==> config.mk <==
export PLATFORM = sky130hd
export DESIGN_NAME = double_to_hex_float_text_top
export DESIGN_NICKNAME = d
export VERILOG_FILES = /design/src/hw/rtl/dthf_pkg.sv /design/src/hw/rtl/dthf_ctrl.sv /design/src/hw/rtl/dthf_dp.sv /design/src/hw/rtl/double_to_hex_float_text_top.sv
export SDC_FILE = /design/constraint.sdc
export NUM_CORES = 1
export LEC_CHECK = 0
export ABC_AREA = 1
export BUFFER_PORTS_ARGS = -buffer_cell sky130_fd_sc_hd__buf_4
export CORE_UTILIZATION = 55
export CTS_CLUSTER_SIZE = 12
export DETAILED_ROUTE_END_ITERATION = 12
export GPL_ROUTABILITY_DRIVEN = 0
export PLACE_DENSITY = 0.84
export SLEW_MARGIN = 20
export SYNTH_ARGS = -nofsm -noshare
export SYNTH_HDL_FRONTEND = slang
export SYNTH_HIERARCHICAL = 1
export SYNTH_SLANG_ARGS = --single-unit
export TNS_END_PERCENT = 20
==> constraint.sdc <==
create_clock -name clk_i -period 6 [get_ports clk_i]
set_input_delay 0.3 -clock clk_i [delete_from_list [all_inputs] [get_ports clk_i]]
set_output_delay 0.3 -clock clk_i [all_outputs]
set_load 0.01 [all_outputs]
==> src/hw/rtl/dthf_pkg.sv <==
package dthf_pkg;

  localparam int unsigned InBits   = 64;
  localparam int unsigned FracBits = 52;
  localparam int unsigned ExpBits  = 11;
  localparam int unsigned PowBits  = 12;
  localparam int unsigned MagBits  = 11;
  localparam int unsigned DigCount = 4;
  localparam int unsigned DigIdxW  = 2;
  localparam int unsigned CharBits = 7;
  localparam int unsigned OutBytes = 8;
  localparam int unsigned ProdBits = 14;

  localparam logic [ExpBits-1:0] ExpBias = 11'd1023;
  localparam logic [ExpBits-1:0] ExpOnes = 11'h7ff;
  localparam logic [PowBits-1:0] SubPow  = -12'sd1022;

  localparam logic [ProdBits-1:0] Place [DigCount] = '{14'd1, 14'd10, 14'd100, 14'd1000};

  localparam logic [CharBits-1:0] ChMinus = 7'h2d;
  localparam logic [CharBits-1:0] ChPlus  = 7'h2b;
  localparam logic [CharBits-1:0] ChZero  = 7'h30;
  localparam logic [CharBits-1:0] ChOne   = 7'h31;
  localparam logic [CharBits-1:0] ChX     = 7'h78;
  localparam logic [CharBits-1:0] ChDot   = 7'h2e;
  localparam logic [CharBits-1:0] ChP     = 7'h70;
  localparam logic [CharBits-1:0] ChHexA  = 7'h57;
  localparam logic [CharBits-1:0] ChNul   = 7'h00;

  typedef enum logic [3:0] {
    SEL_MINUS,
    SEL_ZERO,
    SEL_X,
    SEL_LEAD,
    SEL_DOT,
    SEL_NIB,
    SEL_P,
    SEL_ESGN,
    SEL_DIG,
    SEL_NUL
  } sel_e;

  typedef struct packed {
    logic               load;
    logic               shift_norm;
    logic               mag_load;
    logic               conv;
    logic [DigIdxW-1:0] conv_place;
    logic               emit;
    sel_e               sel;
    logic               last;
    logic               invalid;
    logic [DigIdxW-1:0] dig_idx;
  } cmd_t;

  typedef struct packed {
    logic               neg;
    logic               is_inf;
    logic               is_short;
    logic               norm_done;
    logic               frac_nz;
    logic               nib_last;
    logic               out_free;
    logic [DigIdxW-1:0] top_dig;
  } stat_t;

endpackage

==> src/hw/rtl/dthf_ctrl.sv <==
module dthf_ctrl (
  input  logic                 clk_i,
  input  logic                 rst_ni,
  input  logic                 in_valid_i,
  output logic                 in_ready_o,
  input  dthf_pkg::stat_t      stat_i,
  output dthf_pkg::cmd_t       cmd_o
);

  typedef enum logic [3:0] {
    ST_IDLE,
    ST_NORM,
    ST_CONV,
    ST_SIGN,
    ST_LEAD0,
    ST_LEADX,
    ST_LEAD1,
    ST_DOT,
    ST_NIB,
    ST_P,
    ST_ESGN,
    ST_DIG,
    ST_INV
  } state_e;

  state_e                        state_q, state_d;
  logic [dthf_pkg::DigIdxW-1:0]  place_q, place_d;
  logic [dthf_pkg::DigIdxW-1:0]  idx_q, idx_d;

  assign in_ready_o = (state_q == ST_IDLE);

  always_comb begin
    state_d = state_q;
    place_d = place_q;
    idx_d   = idx_q;
    cmd_o   = '0;
    cmd_o.sel        = dthf_pkg::SEL_NUL;
    cmd_o.conv_place = place_q;
    cmd_o.dig_idx    = idx_q;
    case (state_q)
      ST_IDLE: begin
        if (in_valid_i) begin
          cmd_o.load = 1'b1;
          state_d    = ST_NORM;
        end
      end
      ST_NORM: begin
        if (stat_i.is_inf) begin
          state_d = ST_INV;
        end else if (stat_i.norm_done) begin
          cmd_o.mag_load = 1'b1;
          place_d        = '1;
          state_d        = ST_CONV;
        end else begin
          cmd_o.shift_norm = 1'b1;
        end
      end
      ST_CONV: begin
        cmd_o.conv = 1'b1;
        if (place_q == '0) begin
          state_d = stat_i.neg ? ST_SIGN : ST_LEAD0;
        end else begin
          place_d = place_q - 1'b1;
        end
      end
      ST_SIGN: begin
        cmd_o.sel = dthf_pkg::SEL_MINUS;
        if (stat_i.out_free) begin
          cmd_o.emit = 1'b1;
          state_d    = ST_LEAD0;
        end
      end
      ST_LEAD0: begin
        cmd_o.sel = dthf_pkg::SEL_ZERO;
        if (stat_i.out_free) begin
          cmd_o.emit = 1'b1;
          state_d    = ST_LEADX;
        end
      end
      ST_LEADX: begin
        cmd_o.sel = dthf_pkg::SEL_X;
        if (stat_i.out_free) begin
          cmd_o.emit = 1'b1;
          state_d    = ST_LEAD1;
        end
      end
      ST_LEAD1: begin
        cmd_o.sel = dthf_pkg::SEL_LEAD;
        if (stat_i.out_free) begin
          cmd_o.emit = 1'b1;
          state_d    = stat_i.is_short ? ST_P : ST_DOT;
        end
      end
      ST_DOT: begin
        cmd_o.sel = dthf_pkg::SEL_DOT;
        if (stat_i.out_free) begin
          cmd_o.emit = 1'b1;
          state_d    = stat_i.frac_nz ? ST_NIB : ST_P;
        end
      end
      ST_NIB: begin
        cmd_o.sel = dthf_pkg::SEL_NIB;
        if (stat_i.out_free) begin
          cmd_o.emit = 1'b1;
          if (stat_i.nib_last) begin
            state_d = ST_P;
          end
        end
      end
      ST_P: begin
        cmd_o.sel = dthf_pkg::SEL_P;
        if (stat_i.out_free) begin
          cmd_o.emit = 1'b1;
          state_d    = ST_ESGN;
        end
      end
      ST_ESGN: begin
        cmd_o.sel = dthf_pkg::SEL_ESGN;
        if (stat_i.out_free) begin
          cmd_o.emit = 1'b1;
          idx_d      = stat_i.top_dig;
          state_d    = ST_DIG;
        end
      end
      ST_DIG: begin
        cmd_o.sel  = dthf_pkg::SEL_DIG;
        cmd_o.last = (idx_q == '0);
        if (stat_i.out_free) begin
          cmd_o.emit = 1'b1;
          if (idx_q == '0) begin
            state_d = ST_IDLE;
          end else begin
            idx_d = idx_q - 1'b1;
          end
        end
      end
      ST_INV: begin
        cmd_o.sel     = dthf_pkg::SEL_NUL;
        cmd_o.last    = 1'b1;
        cmd_o.invalid = 1'b1;
        if (stat_i.out_free) begin
          cmd_o.emit = 1'b1;
          state_d    = ST_IDLE;
        end
      end
      default: begin
        state_d = ST_IDLE;
      end
    endcase
  end

  always_ff @(posedge clk_i or negedge rst_ni) begin
    if (!rst_ni) begin
      state_q <= ST_IDLE;
      place_q <= '0;
      idx_q   <= '0;
    end else begin
      state_q <= state_d;
      place_q <= place_d;
      idx_q   <= idx_d;
    end
  end

endmodule

==> src/hw/rtl/dthf_dp.sv <==
module dthf_dp (
  input  logic                             clk_i,
  input  logic                             rst_ni,
  input  logic [dthf_pkg::InBits-1:0]      in_bits_i,
  input  dthf_pkg::cmd_t                   cmd_i,
  output dthf_pkg::stat_t                  stat_o,
  output logic                             out_valid_o,
  input  logic                             out_ready_i,
  output logic [dthf_pkg::CharBits-1:0]    out_char_o,
  output logic                             out_last_o,
  output logic                             out_invalid_o
);

  logic                              neg_q;
  logic                              inf_q;
  logic                              zero_q;
  logic                              short_q;
  logic [dthf_pkg::FracBits:0]       frac_q;
  logic [dthf_pkg::PowBits-1:0]      pow_q;
  logic [dthf_pkg::MagBits-1:0]      mag_q;
  logic [3:0]                        dig_q [dthf_pkg::DigCount];
  logic                              ovalid_q;
  logic [dthf_pkg::CharBits-1:0]     ochar_q;
  logic                              olast_q;
  logic                              oinv_q;

  logic [dthf_pkg::ExpBits-1:0]      bexp;
  logic [dthf_pkg::FracBits-1:0]     bfrac;
  logic                              bzero;
  logic [dthf_pkg::PowBits-1:0]      pow_d;
  logic [3:0]                        cdig;
  logic [dthf_pkg::ProdBits-1:0]     csub;
  logic [dthf_pkg::ProdBits-1:0]     prod;
  logic [dthf_pkg::ProdBits-1:0]     pval;
  logic [3:0]                        nib;
  logic [dthf_pkg::CharBits-1:0]     ch;
  logic                              out_free;

  assign bexp  = in_bits_i[dthf_pkg::InBits-2 -: dthf_pkg::ExpBits];
  assign bfrac = in_bits_i[dthf_pkg::FracBits-1:0];
  assign bzero = (bexp == '0) && (bfrac == '0);

  always_comb begin
    if (bexp == '0) begin
      pow_d = bzero ? '0 : dthf_pkg::SubPow;
    end else begin
      pow_d = {1'b0, bexp} - {1'b0, dthf_pkg::ExpBias};
    end
  end

  always_comb begin
    pval = dthf_pkg::Place[cmd_i.conv_place];
    cdig = '0;
    csub = '0;
    prod = '0;
    for (int k = 1; k < 10; k++) begin
      prod = dthf_pkg::ProdBits'(pval * dthf_pkg::ProdBits'(k));
      if ({{(dthf_pkg::ProdBits-dthf_pkg::MagBits){1'b0}}, mag_q} >= prod) begin
        cdig = 4'(k);
        csub = prod;
      end
    end
  end

  assign nib = frac_q[dthf_pkg::FracBits-1 -: 4];

  always_comb begin
    case (cmd_i.sel)
      dthf_pkg::SEL_MINUS: ch = dthf_pkg::ChMinus;
      dthf_pkg::SEL_ZERO:  ch = dthf_pkg::ChZero;
      dthf_pkg::SEL_X:     ch = dthf_pkg::ChX;
      dthf_pkg::SEL_LEAD:  ch = zero_q ? dthf_pkg::ChZero : dthf_pkg::ChOne;
      dthf_pkg::SEL_DOT:   ch = dthf_pkg::ChDot;
      dthf_pkg::SEL_NIB: begin
        if (nib < 4'd10) begin
          ch = dthf_pkg::ChZero + {3'b0, nib};
        end else begin
          ch = dthf_pkg::ChHexA + {3'b0, nib};
        end
      end
      dthf_pkg::SEL_P:     ch = dthf_pkg::ChP;
      dthf_pkg::SEL_ESGN:  ch = pow_q[dthf_pkg::PowBits-1] ? dthf_pkg::ChMinus
                                                           : dthf_pkg::ChPlus;
      dthf_pkg::SEL_DIG:   ch = dthf_pkg::ChZero + {3'b0, dig_q[cmd_i.dig_idx]};
      dthf_pkg::SEL_NUL:   ch = dthf_pkg::ChNul;
      default:             ch = dthf_pkg::ChNul;
    endcase
  end

  assign out_free = !ovalid_q || out_ready_i;

  always_comb begin
    stat_o           = '0;
    stat_o.neg       = neg_q;
    stat_o.is_inf    = inf_q;
    stat_o.is_short  = short_q;
    stat_o.norm_done = frac_q[dthf_pkg::FracBits] || zero_q;
    stat_o.frac_nz   = (frac_q[dthf_pkg::FracBits-1:0] != '0);
    stat_o.nib_last  = (frac_q[dthf_pkg::FracBits-5:0] == '0);
    stat_o.out_free  = out_free;
    if (dig_q[3] != '0) begin
      stat_o.top_dig = 2'd3;
    end else if (dig_q[2] != '0) begin
      stat_o.top_dig = 2'd2;
    end else if (dig_q[1] != '0) begin
      stat_o.top_dig = 2'd1;
    end else begin
      stat_o.top_dig = 2'd0;
    end
  end

  always_ff @(posedge clk_i) begin
    if (cmd_i.load) begin
      neg_q   <= in_bits_i[dthf_pkg::InBits-1];
      inf_q   <= (bexp == dthf_pkg::ExpOnes);
      zero_q  <= bzero;
      short_q <= bzero || ((bexp == dthf_pkg::ExpBias) && (bfrac == '0));
      frac_q  <= {(bexp != '0), bfrac};
      pow_q   <= pow_d;
    end else if (cmd_i.shift_norm) begin
      frac_q <= {frac_q[dthf_pkg::FracBits-1:0], 1'b0};
      pow_q  <= pow_q - 1'b1;
    end else if (cmd_i.emit && (cmd_i.sel == dthf_pkg::SEL_NIB)) begin
      frac_q <= {frac_q[dthf_pkg::FracBits], frac_q[dthf_pkg::FracBits-5:0], 4'b0};
    end
    if (cmd_i.mag_load) begin
      if (pow_q[dthf_pkg::PowBits-1]) begin
        mag_q <= dthf_pkg::MagBits'(-pow_q);
      end else begin
        mag_q <= pow_q[dthf_pkg::MagBits-1:0];
      end
    end else if (cmd_i.conv) begin
      mag_q                    <= mag_q - csub[dthf_pkg::MagBits-1:0];
      dig_q[cmd_i.conv_place]  <= cdig;
    end
    if (cmd_i.emit) begin
      ochar_q <= ch;
      olast_q <= cmd_i.last;
      oinv_q  <= cmd_i.invalid;
    end
  end

  always_ff @(posedge clk_i or negedge rst_ni) begin
    if (!rst_ni) begin
      ovalid_q <= 1'b0;
    end else if (cmd_i.emit) begin
      ovalid_q <= 1'b1;
    end else if (out_ready_i) begin
      ovalid_q <= 1'b0;
    end
  end

  assign out_valid_o   = ovalid_q;
  assign out_char_o    = ochar_q;
  assign out_last_o    = olast_q;
  assign out_invalid_o = oinv_q;

endmodule

==> src/hw/rtl/double_to_hex_float_text_top.sv <==
// Steps from the accepted word to its first character in the output register: decode,
// exponent digit conversion over four places, emit. Subnormals are first normalized one
// bit at a time (up to 52 bits). Infinity and NaN yield one NUL character after decode.
// A word gives n characters (6 to 24); output back-pressure stalls each one. The next word
// is taken once the last character has entered the output register.
// Reset: rst_ni clears the sequencer and the output valid only.
module double_to_hex_float_text_top (
  input  logic        clk_i,
  input  logic        rst_ni,
  input  logic        s_axis_tvalid_i,
  output logic        s_axis_tready_o,
  input  logic [63:0] s_axis_tdata_i,   // [63:0] value_bits
  output logic        m_axis_tvalid_o,
  input  logic        m_axis_tready_i,
  output logic [7:0]  m_axis_tdata_o,   // [6:0] text_char, [7] zero
  output logic        m_axis_tlast_o,
  output logic        m_axis_tuser_o    // [0] invalid
);

  dthf_pkg::cmd_t                    cmd;
  dthf_pkg::stat_t                   stat;
  logic [dthf_pkg::CharBits-1:0]     out_char;

  dthf_ctrl u_ctrl (
    .clk_i      (clk_i),
    .rst_ni     (rst_ni),
    .in_valid_i (s_axis_tvalid_i),
    .in_ready_o (s_axis_tready_o),
    .stat_i     (stat),
    .cmd_o      (cmd)
  );

  dthf_dp u_dp (
    .clk_i         (clk_i),
    .rst_ni        (rst_ni),
    .in_bits_i     (s_axis_tdata_i),
    .cmd_i         (cmd),
    .stat_o        (stat),
    .out_valid_o   (m_axis_tvalid_o),
    .out_ready_i   (m_axis_tready_i),
    .out_char_o    (out_char),
    .out_last_o    (m_axis_tlast_o),
    .out_invalid_o (m_axis_tuser_o)
  );

  assign m_axis_tdata_o = {{(dthf_pkg::OutBytes-dthf_pkg::CharBits){1'b0}}, out_char};

endmodule
After elaboration in Yosys (flattened, before gate mapping)

Memories as Yosys holds them, arrays and structs flattened.
Cells that the tools add are included.

Memories kept: 1
Flip-flop bits (word level): 98
ROM bits: 0
Word-level logic and storage cells: 193
Input bits: 68
Output and inout port bits: 12
Bits in latches: 0
Memory bits (writable): 16

Memory list:

| name       | depth | bits a word | read ports | clocked after memory_dff | wr ports | line          | text |
|---|---|---|---|---|---|---|---|
| u_dp.dig_q | 4     | 4           | 4          | 0                        | 1        | dthf_dp.sv:21 | `logic [3:0] dig_q [dthf_pkg::DigCount];` |

Multiply operators: 5
Order comparisons: 11
Shifts and indexed selects: 0
Divide/modulo/power cells: 0
Mux-type cells: 82
Eq/ne operators: 41
Bitwise gates (word level): 1
$add $sub $neg: 9
Reduce and logical (&&, ||, !) cells: 28

Operator list:

| cell                  | count |
|---|---|
| $mux 11               | 12 |
| $ge 11x14->1          | 9 |
| $mux 53               | 2 |
| $mux 4                | 19 |
| $pmux 7 s9            | 1 |
| $logic_not 52->1      | 1 |
| $mux 52               | 1 |
| $pmux 4 s13           | 1 |
| $reduce_bool 52->1    | 1 |
| $pmux 5 s10           | 1 |
| $logic_not 48->1      | 1 |
| $mux 12               | 4 |
| $eq 4x3->1 const B    | 8 |
| $bmux 14 s2           | 1 |
| $mul 14x3->14 const B | 2 |
| $mux 14               | 2 |
| $eq 4x4->1 const B    | 6 |
| $mux 2                | 12 |
| $ne 2x1->1 const B    | 12 |
| $mux 3                | 6 |
| $eq 4x2->1 const B    | 4 |
| $mux 1                | 16 |
| $reduce_and 15->1     | 1 |
| $add 6x4->7 const A   | 2 |
| 31 further kinds      | 52 |

Depth between registers and ports, before layout

Gate-level depths: netlist of run 1.

Depth after elaboration: 17
Mapped depth: 37
Mapped depth without buffers: 36

By module

The synthesis of run 1 kept the hierarchy.

Modules (own cells, without submodules):

| module                       | sequential area each (µm²) | area each (µm²) | cells each | times used |
|---|---|---|---|---|
| dthf_dp                      | 3178.0                     | 8869.8          | 1105       | 1 |
| dthf_ctrl                    | 200.2                      | 765.7           | 124        | 1 |
| double_to_hex_float_text_top | 0.0                        | 11.3            | 2          | 1 |

Least setup slack after synthesis of run 1

OpenSTA, ideal clock, no wires.

Kind: flip-flop to flip-flop
Start: register u_ctrl.state_q[3]
End: register u_dp/frac_q[0] in the netlist's numbering, enable pin
Stages on the path, launching flop included: 12
Path slack: 263 ps
Arrival time: 5204 ps
Path buffers: 0
Clock period less this slack: 5737 ps
Setup time: 534 ps
Data required time: 5466 ps
Cells stage by stage: dfrtp_1 > inv_2 > nand2_1 > nor2_1 > nor2_1 > inv_1 > inv_1 > nor2_1 > inv_1 > nor3_1 > inv_1 > o21ai_0

RTL lines:

| item                   | line             | text |
|---|---|---|
| start, declared        | dthf_ctrl.sv:26  | `state_e state_q, state_d;` |
| start signal, assigned | dthf_ctrl.sv:158 | `state_q <= state_d;` |
| end signal, assigned   | dthf_dp.sv:118   | `frac_q <= {(bexp != '0), bfrac};` |
| end signal, assigned   | dthf_dp.sv:121   | `frac_q <= {frac_q[dthf_pkg::FracBits-1:0], 1'b0};` |
| end signal, assigned   | dthf_dp.sv:124   | `frac_q <= {frac_q[dthf_pkg::FracBits], frac_q[dthf_pkg::FracBits-5:0], 4'b0};` |
| end, declared          | dthf_dp.sv:18    | `logic [dthf_pkg::FracBits:0] frac_q;` |

Final worst setup path of run 1

Start: register u_ctrl/place_q[0] in the netlist's numbering
End: register u_dp/mag_q[9] in the netlist's numbering (data pin)

Longest elaborated chain between the ends: 17
Elaborated cells on any way between the ends: 30
Those cells by class: 1 x add/sub; 5 x mul; 9 x order compare; 14 x mux; 1 x bitwise

Ends and longest elaborated chain:

| item                                                  | line             | text |
|---|---|---|
| start, declared                                       | dthf_ctrl.sv:27  | `logic [dthf_pkg::DigIdxW-1:0] place_q, place_d;` |
| start signal, assigned                                | dthf_ctrl.sv:159 | `place_q <= place_d;` |
| $not 2->3 (implied by the code) (*)                   | dthf_dp.sv:52    | `pval = dthf_pkg::Place[cmd_i.conv_place];` |
| $bmux 14 s2 (*)                                       | dthf_dp.sv:52    |  |
| $mux 14 (implied by the code) (*) (2 in a row)        | dthf_dp.sv:52    |  |
| branches (longest 9 deep; another with $mul 14x2->14) | n/a              |  |
| $mux 11 (*)                                           | dthf_dp.sv:58    | `if ({{(dthf_pkg::ProdBits-dthf_pkg::MagBits){1'b0}}, mag_q} >= prod) begin` |
| $sub 11x11->11 (*)                                    | dthf_dp.sv:133   | `mag_q <= mag_q - csub[dthf_pkg::MagBits-1:0];` |
| $mux 11 (*)                                           | dthf_dp.sv:132   | `end else if (cmd_i.conv) begin` |
| $mux 11 (*)                                           | dthf_dp.sv:126   | `if (cmd_i.mag_load) begin` |
| end signal, assigned                                  | dthf_dp.sv:128   | `mag_q <= dthf_pkg::MagBits'(-pow_q);` |
| end signal, assigned                                  | dthf_dp.sv:130   | `mag_q <= pow_q[dthf_pkg::MagBits-1:0];` |
| end signal, assigned                                  | dthf_dp.sv:133   |  |
| end, declared                                         | dthf_dp.sv:20    | `logic [dthf_pkg::MagBits-1:0] mag_q;` |

Mark *: on every way between the ends. The select of a mux whose other input is x is not followed.
A chain may end at the register's enable or synchronous reset.

==> flow_summary.ini, run 1 <==
[finish]
drive_gt1_share_pct = 14.1
layout_commonest_cell = nand2_1
final_cells = 1548
fin_nets = 1469
final-seq-area_um2 = 3380
mostFrequentLayoutCells = 238 x nand2_1, 154 x inv_1, 105 x edfxtp_1
diodes = 0
multi_input_area_um2 = 5480
nFillCells = 1430
syn_to_final_growth_pct = 15.0

[timing]
setup_viol = 0
fmax_ghz = 0.181
rsz0062_at_grt = false
worst_slew_pin_slew_ns = 0.867
finalCritPeriodShare_pct = 92.1
clock_skew_ns = 0.00793
finalHoldViolCount = 0
setup_slack_ns = 0.471
slew_headroom_pct = 42.1
fin_setup_tns_ns = 0
slew_violations = 0
fin_crit_ns = 5.53

[flow_run]
cap_viol_max_count = 0

[floorplan]
die_y_um = 134
fp-row-count = 48
start_util_pct = 56.0
die_w_um = 134
core_um2 = 17200
die_area_um2 = 18100
ios = 80

[global_routing]
grt_start_max_net_pins = 62
grt_pass1_wl_um = 42900
grt_pass1_vias = 9053
grt_overflow_total = 0
antenna_found_initial = 0
track_usage_pct = 30.3

[setup_path]
path_class = reg2reg
r2r_end = u_dp/mag_q[9]
regToRegStartpoint = u_ctrl/place_q[0]
crit_slowest_cell = dfrtp_2
crit_fanout = 13
rrSetupSlack_ns = 0.47
reg2reg_depth = 33
crit_start = u_ctrl/place_q[0]
endpoint = u_dp/mag_q[9]
worstSetupEndpointType = flop
critPathRequiredTime_ns = 6.18
arrival_ns = 5.71
cp_slowest_stage_delay_ns = 0.46
startpoint_type = flop

[synth]
synth_nets = 1390
synthArstFlopShare_pct = 7.89
synth_seq_cells = 114
ys_warn_count = 6
seq_area_frac_synth_pct = 35.0
synth-main-ff-cell = edfxtp_1
synth_top_cell_by_area = edfxtp_1
synth_cells = 1231
synth_edf_count = 105
synth.distinct_cells = 62
syn_area_um2 = 9650
ys_top_cells_by_area = edfxtp_1 33%, ha_1 12%, nand2_1 9.3%
syn-mean-instance-area_um2 = 7.84
yosysTopAreaCellShare_pct = 32.7

[route]
route.detailed.drc = 0
wl_per_cell_um = 17.6
vias_per_cell = 6.23
vias = 9640
drt_first_pass_iters = 6
ant_nets = 0
first_iter_violations = 1219
routed_wl_um = 27200

[outcome]
status = completed

[cts]
cts_buffer_depth = 2
cts_max_level = 4
cts_num_sinks = 114
root_buffer = clkbuf_16
clkTransAtPathRegs_ns = 0.05
clk_latency_ns = 0.43
tritoncts = yes
cts_buffers = 17

[placement]
hpwl_um = 19600
pre_cts_ws_ns = 0.419
dp_cells = 1511
io_buffers = 78

[min_path]
min_path_type = in2reg
what timing repair did:
action	4_1_cts	5_1_grt
setup endpoints to repair	0	2
hold endpoints to repair	9	0
gates resized for setup	0	4
setup buffers	0	4
hold buffers	1	0
metal layers:
metal / wire length (um) / GRT usage, % / share of wire [%]
met5: 0 / 0 / 0
met4: 1360 / 16.2 / 5.0
met3: 2640 / 7.22 / 9.7
met2: 12400 / 48.7 / 46
met1: 10800 / 37.7 / 40
how the worst min path moves through the flow:
| stage | start | end | slack, ns | depth (start not counted) |
|---|---|---|---|---|
| 6_report | s_axis_tdata_i[63] | u_dp/neg_q | 0.05 | 1 |
| 5_1_grt | s_axis_tdata_i[63] | u_dp/neg_q | 0.04 | 1 |
| 4_1_cts | s_axis_tdata_i[63] | u_dp/neg_q | 0.04 | 1 |
| 3_5_place_dp | rst_ni | u_ctrl/idx_q[1] | 0.14 | 1 |
| 3_3_place_gp | rst_ni | u_ctrl/idx_q[1] | 0.14 | 1 |
| 2_1_floorplan | rst_ni | u_ctrl/idx_q[0] | 0.004 | 0 |
flip-flops by register name (all words and copies together), names as in the netlist:
register            flops
u_dp/dig_q             16
u_dp/zero_q             1
u_dp/frac_q            53
u_dp/pow_q             12
u_ctrl/idx_q            2
u_dp/out_valid_o        1
u_dp/short_q            1
u_ctrl/place_q          2
u_dp/mag_q             11
u_dp/out_last_o         1
u_ctrl/state_q          4
u_dp/out_char_o         7
u_dp/inf_q              1
u_dp/out_invalid_o      1
u_dp/neg_q              1
stage by stage:
step	utilization, %	hold slack [ns]	instance area, um2
floorplan	-	0.00441	9650
global placement	60.7	0.140	10500
detailed placement	60.7	0.137	10500
CTS	64.1	0.0369	11100
global route	64.4	0.0399	11100
finish	64.4	0.0521	11100
worst max-delay path: cells and delay by family, from the launching register on:
| kind | cells | cell delay (ns) |
|---|---|---|
| fa+ha+maj | 4 | 1.24 |
| buf+inv | 3 | 0.24 |
| xor+xnor | 1 | 0.21 |
| compound gates | 12 | 1.86 |
| flops | 1 | 0.46 |
| simple gates | 13 | 1.27 |
final cells by class:
| cell class | instances | share of cell area, % |
|---|---|---|
| Timing Repair Buffer | 98 | 6.65 |
| Multi-Input combinational cell | 908 | 49.4 |
| Clock buffer | 20 | 3.94 |
| Clock inverter | 12 | 1.26 |
| Sequential cell | 114 | 30.5 |
| Inverter | 171 | 5.78 |
| Tap cell | 225 | 2.54 |
cells by family (layout without fill, tap and decap cells):
| kind of cell | count (synthesis) | after routing | share of synthesized area (%) |
|---|---|---|---|
| flops | 114 | 114 | 35.0 |
| simple gates | 535 | 535 | 25.4 |
| compound gates | 254 | 254 | 16.6 |
| fa+ha+maj | 91 | 91 | 12.0 |
| xor+xnor | 27 | 27 | 2.45 |
| other cells | 1 | 1 | 0.0389 |
| buf+inv | 209 | 301 | 8.52 |
cell usage after synthesis (3+ instances only):
| master | instances |
|---|---|
| a31oi_1 | 3 |
| nand3b_1 | 3 |
| dfrtp_1 | 9 |
| a22oi_1 | 26 |
| o21ai_1 | 13 |
| edfxtp_1 | 105 |
| nand2_4 | 4 |
| o221ai_1 | 23 |
| nand3_1 | 88 |
| nor2_1 | 97 |
| buf_2 | 6 |
| buf_4 | 6 |
| o32ai_1 | 4 |
| nand4_1 | 20 |
| nor3_1 | 18 |
| inv_1 | 155 |
| nor2_4 | 4 |
| nand2_1 | 238 |
| nor2_2 | 4 |
| a21oi_1 | 66 |
| ha_1 | 89 |
| o21ai_0 | 69 |
| o31ai_1 | 5 |
| xor2_1 | 19 |
| buf_1 | 3 |
| o22ai_1 | 7 |
| o211ai_1 | 15 |
| nand3_2 | 3 |
| nor4_1 | 32 |
| nand2_2 | 15 |
| inv_2 | 14 |
| clkbuf_1 | 22 |
| xnor2_1 | 8 |
Power of run 1 is left out: the tool's default activity adds up to more than one toggle a clock period on the data nets, which glitch-free logic cannot reach.
==> inputs of run 2 (changes only) <==
- clock period: 6 -> 4.76 ns (I/O delays scaled with it)
==> flow_summary.ini, run 2 (synthesis results as in run 1) <==
[outcome]
status = finished, violations left
violations = setup timing

[cts]
cts_buffer_depth = 2
clkTransAtPathRegs_ns = 0.06
cts_num_sinks = 114
root_buffer = clkbuf_16
cts_buffers = 17
tritoncts = yes
clk_latency_ns = 0.42
cts_max_level = 4

[finish]
drive_gt1_share_pct = 20.3
largestRegisters = u_dp/frac_q: 53 flops, u_dp/dig_q: 16 flops, u_dp/pow_q: 12 flops
nFillCells = 1273
fin_nets = 1516
mostFrequentLayoutCells = 234 x nand2_1, 150 x inv_1, 139 x buf_4
final_cells = 1595
diodes = 0
syn_to_final_growth_pct = 21.4
layout_commonest_cell = nand2_1
regMostFlops = u_dp/frac_q
largest_reg_flops = 53

[route]
wl_per_cell_um = 18.4
route.detailed.drc = 0
ant_nets = 0
vias = 9998
routed_wl_um = 29300
first_iter_violations = 1276
vias_per_cell = 6.27
drt_first_pass_iters = 7

[timing]
finalHoldViolCount = 0
worst_slew_pin_slew_ns = 0.890
fmax_ghz = 0.202
clock_skew_ns = 0.0106
setup_viol = 3
fin_crit_ns = 4.96
slew_violations = 0
rsz0062_at_grt = true
finalCritPeriodShare_pct = 104
slew_headroom_pct = 40.4
setup_slack_ns = -0.195

[global_routing]
grt_pass1_vias = 8898
grt_start_max_net_pins = 60
antenna_found_initial = 0
grt_pass1_wl_um = 43600
grt_overflow_total = 0
track_usage_pct = 30.6

[setup_path]
cp_slowest_stage_delay_ns = 0.47
arrival_ns = 5.12
crit_top_cell = nand2_1
crit_slowest_cell = dfrtp_2
startpoint_type = flop
crit_fanout = 4
worstSetupEndpointType = flop
critPathRequiredTime_ns = 4.93
path_class = reg2reg

[placement]
dp_cells = 1547
io_buffers = 78
hpwl_um = 20100

[floorplan]
start_util_pct = 56.0
die_y_um = 134
ios = 80
die_w_um = 134
fp-row-count = 48
die_area_um2 = 18100
core_um2 = 17200

[min_path]
min_path_type = in2reg

[flow_run]
cap_viol_max_count = 0
==> run 2: final cells by class <==
| cell class | instances | area [um2] | area share [%] |
|---|---|---|---|
| clock buffer | 18 | 429 | 3.67 |
| tap | 225 | 282 | 2.40 |
| sequential | 114 | 3380 | 28.9 |
| clock inverter | 14 | 153 | 1.30 |
| multi-input combinational | 908 | 5700 | 48.7 |
| inverter | 171 | 649 | 5.55 |
| timing repair buffer | 145 | 1120 | 9.54 |
==> run 2: repair_timing <==
| action | in CTS | in global routing |
|---|---|---|
| endpoints found under the hold margin | 10 | 0 |
| setup buffers | 0 | 14 |
| hold buffers | 2 | 0 |
| endpoints found under the setup margin | 3 | 6 |
| pin swaps | 1 | 31 |
| gates resized for setup | 4 | 58 |
==> run 2: final timing paths <==
path,from,end,slack [ns],cells past startpoint
max,u_ctrl/place_q[0],u_dp/mag_q[9],-0.20,32
min,s_axis_tdata_i[0],u_dp/frac_q[0],0.09,3
max reg2reg,u_ctrl/place_q[0],u_dp/mag_q[9],-0.20,32
min reg2reg,u_dp/out_valid_o,u_dp/out_valid_o,0.54,2
max in group asynchronous,rst_ni,u_ctrl/place_q[1],4.41,2
min in group asynchronous,rst_ni,u_ctrl/idx_q[0],0.19,2
==> run 2: per-layer routing <==
layer  track usage (%)  vias to the layer above  part of all wire, %
met2              48.7                      717                   46
met5                 0                        -                    0
met4              14.7                        0                  5.1
met3              5.82                      170                   11
met1              40.1                     4543                   38
li1                  -                     4568                    -
==> run 2: through the flow <==
step	worst slack (ns)	cell area [um2]	hold WS, ns	TNS, ns	util (%)
floorplan	-0.432	9650	-0.0576	-0.896	-
global placement	0.0635	10700	0.0759	0	62.3
detailed placement	-0.194	10700	0.0743	-0.333	62.3
CTS	-0.0551	11300	0.0759	-0.0551	65.8
global route	-0.458	11700	0.100	-1.88	67.9
finish	-0.195	11700	0.0889	-0.440	67.9
==> run 2: worst max-delay path: cells and delay by family, from the launching register on <==
kind,cells,cell delay (ns)
compound gates,12,1.64
simple gates,13,1.14
fa+ha+maj,4,1.01
flops,1,0.47
xor+xnor,1,0.24
buf+inv,2,0.19
Power of run 2 is left out for the same reason.
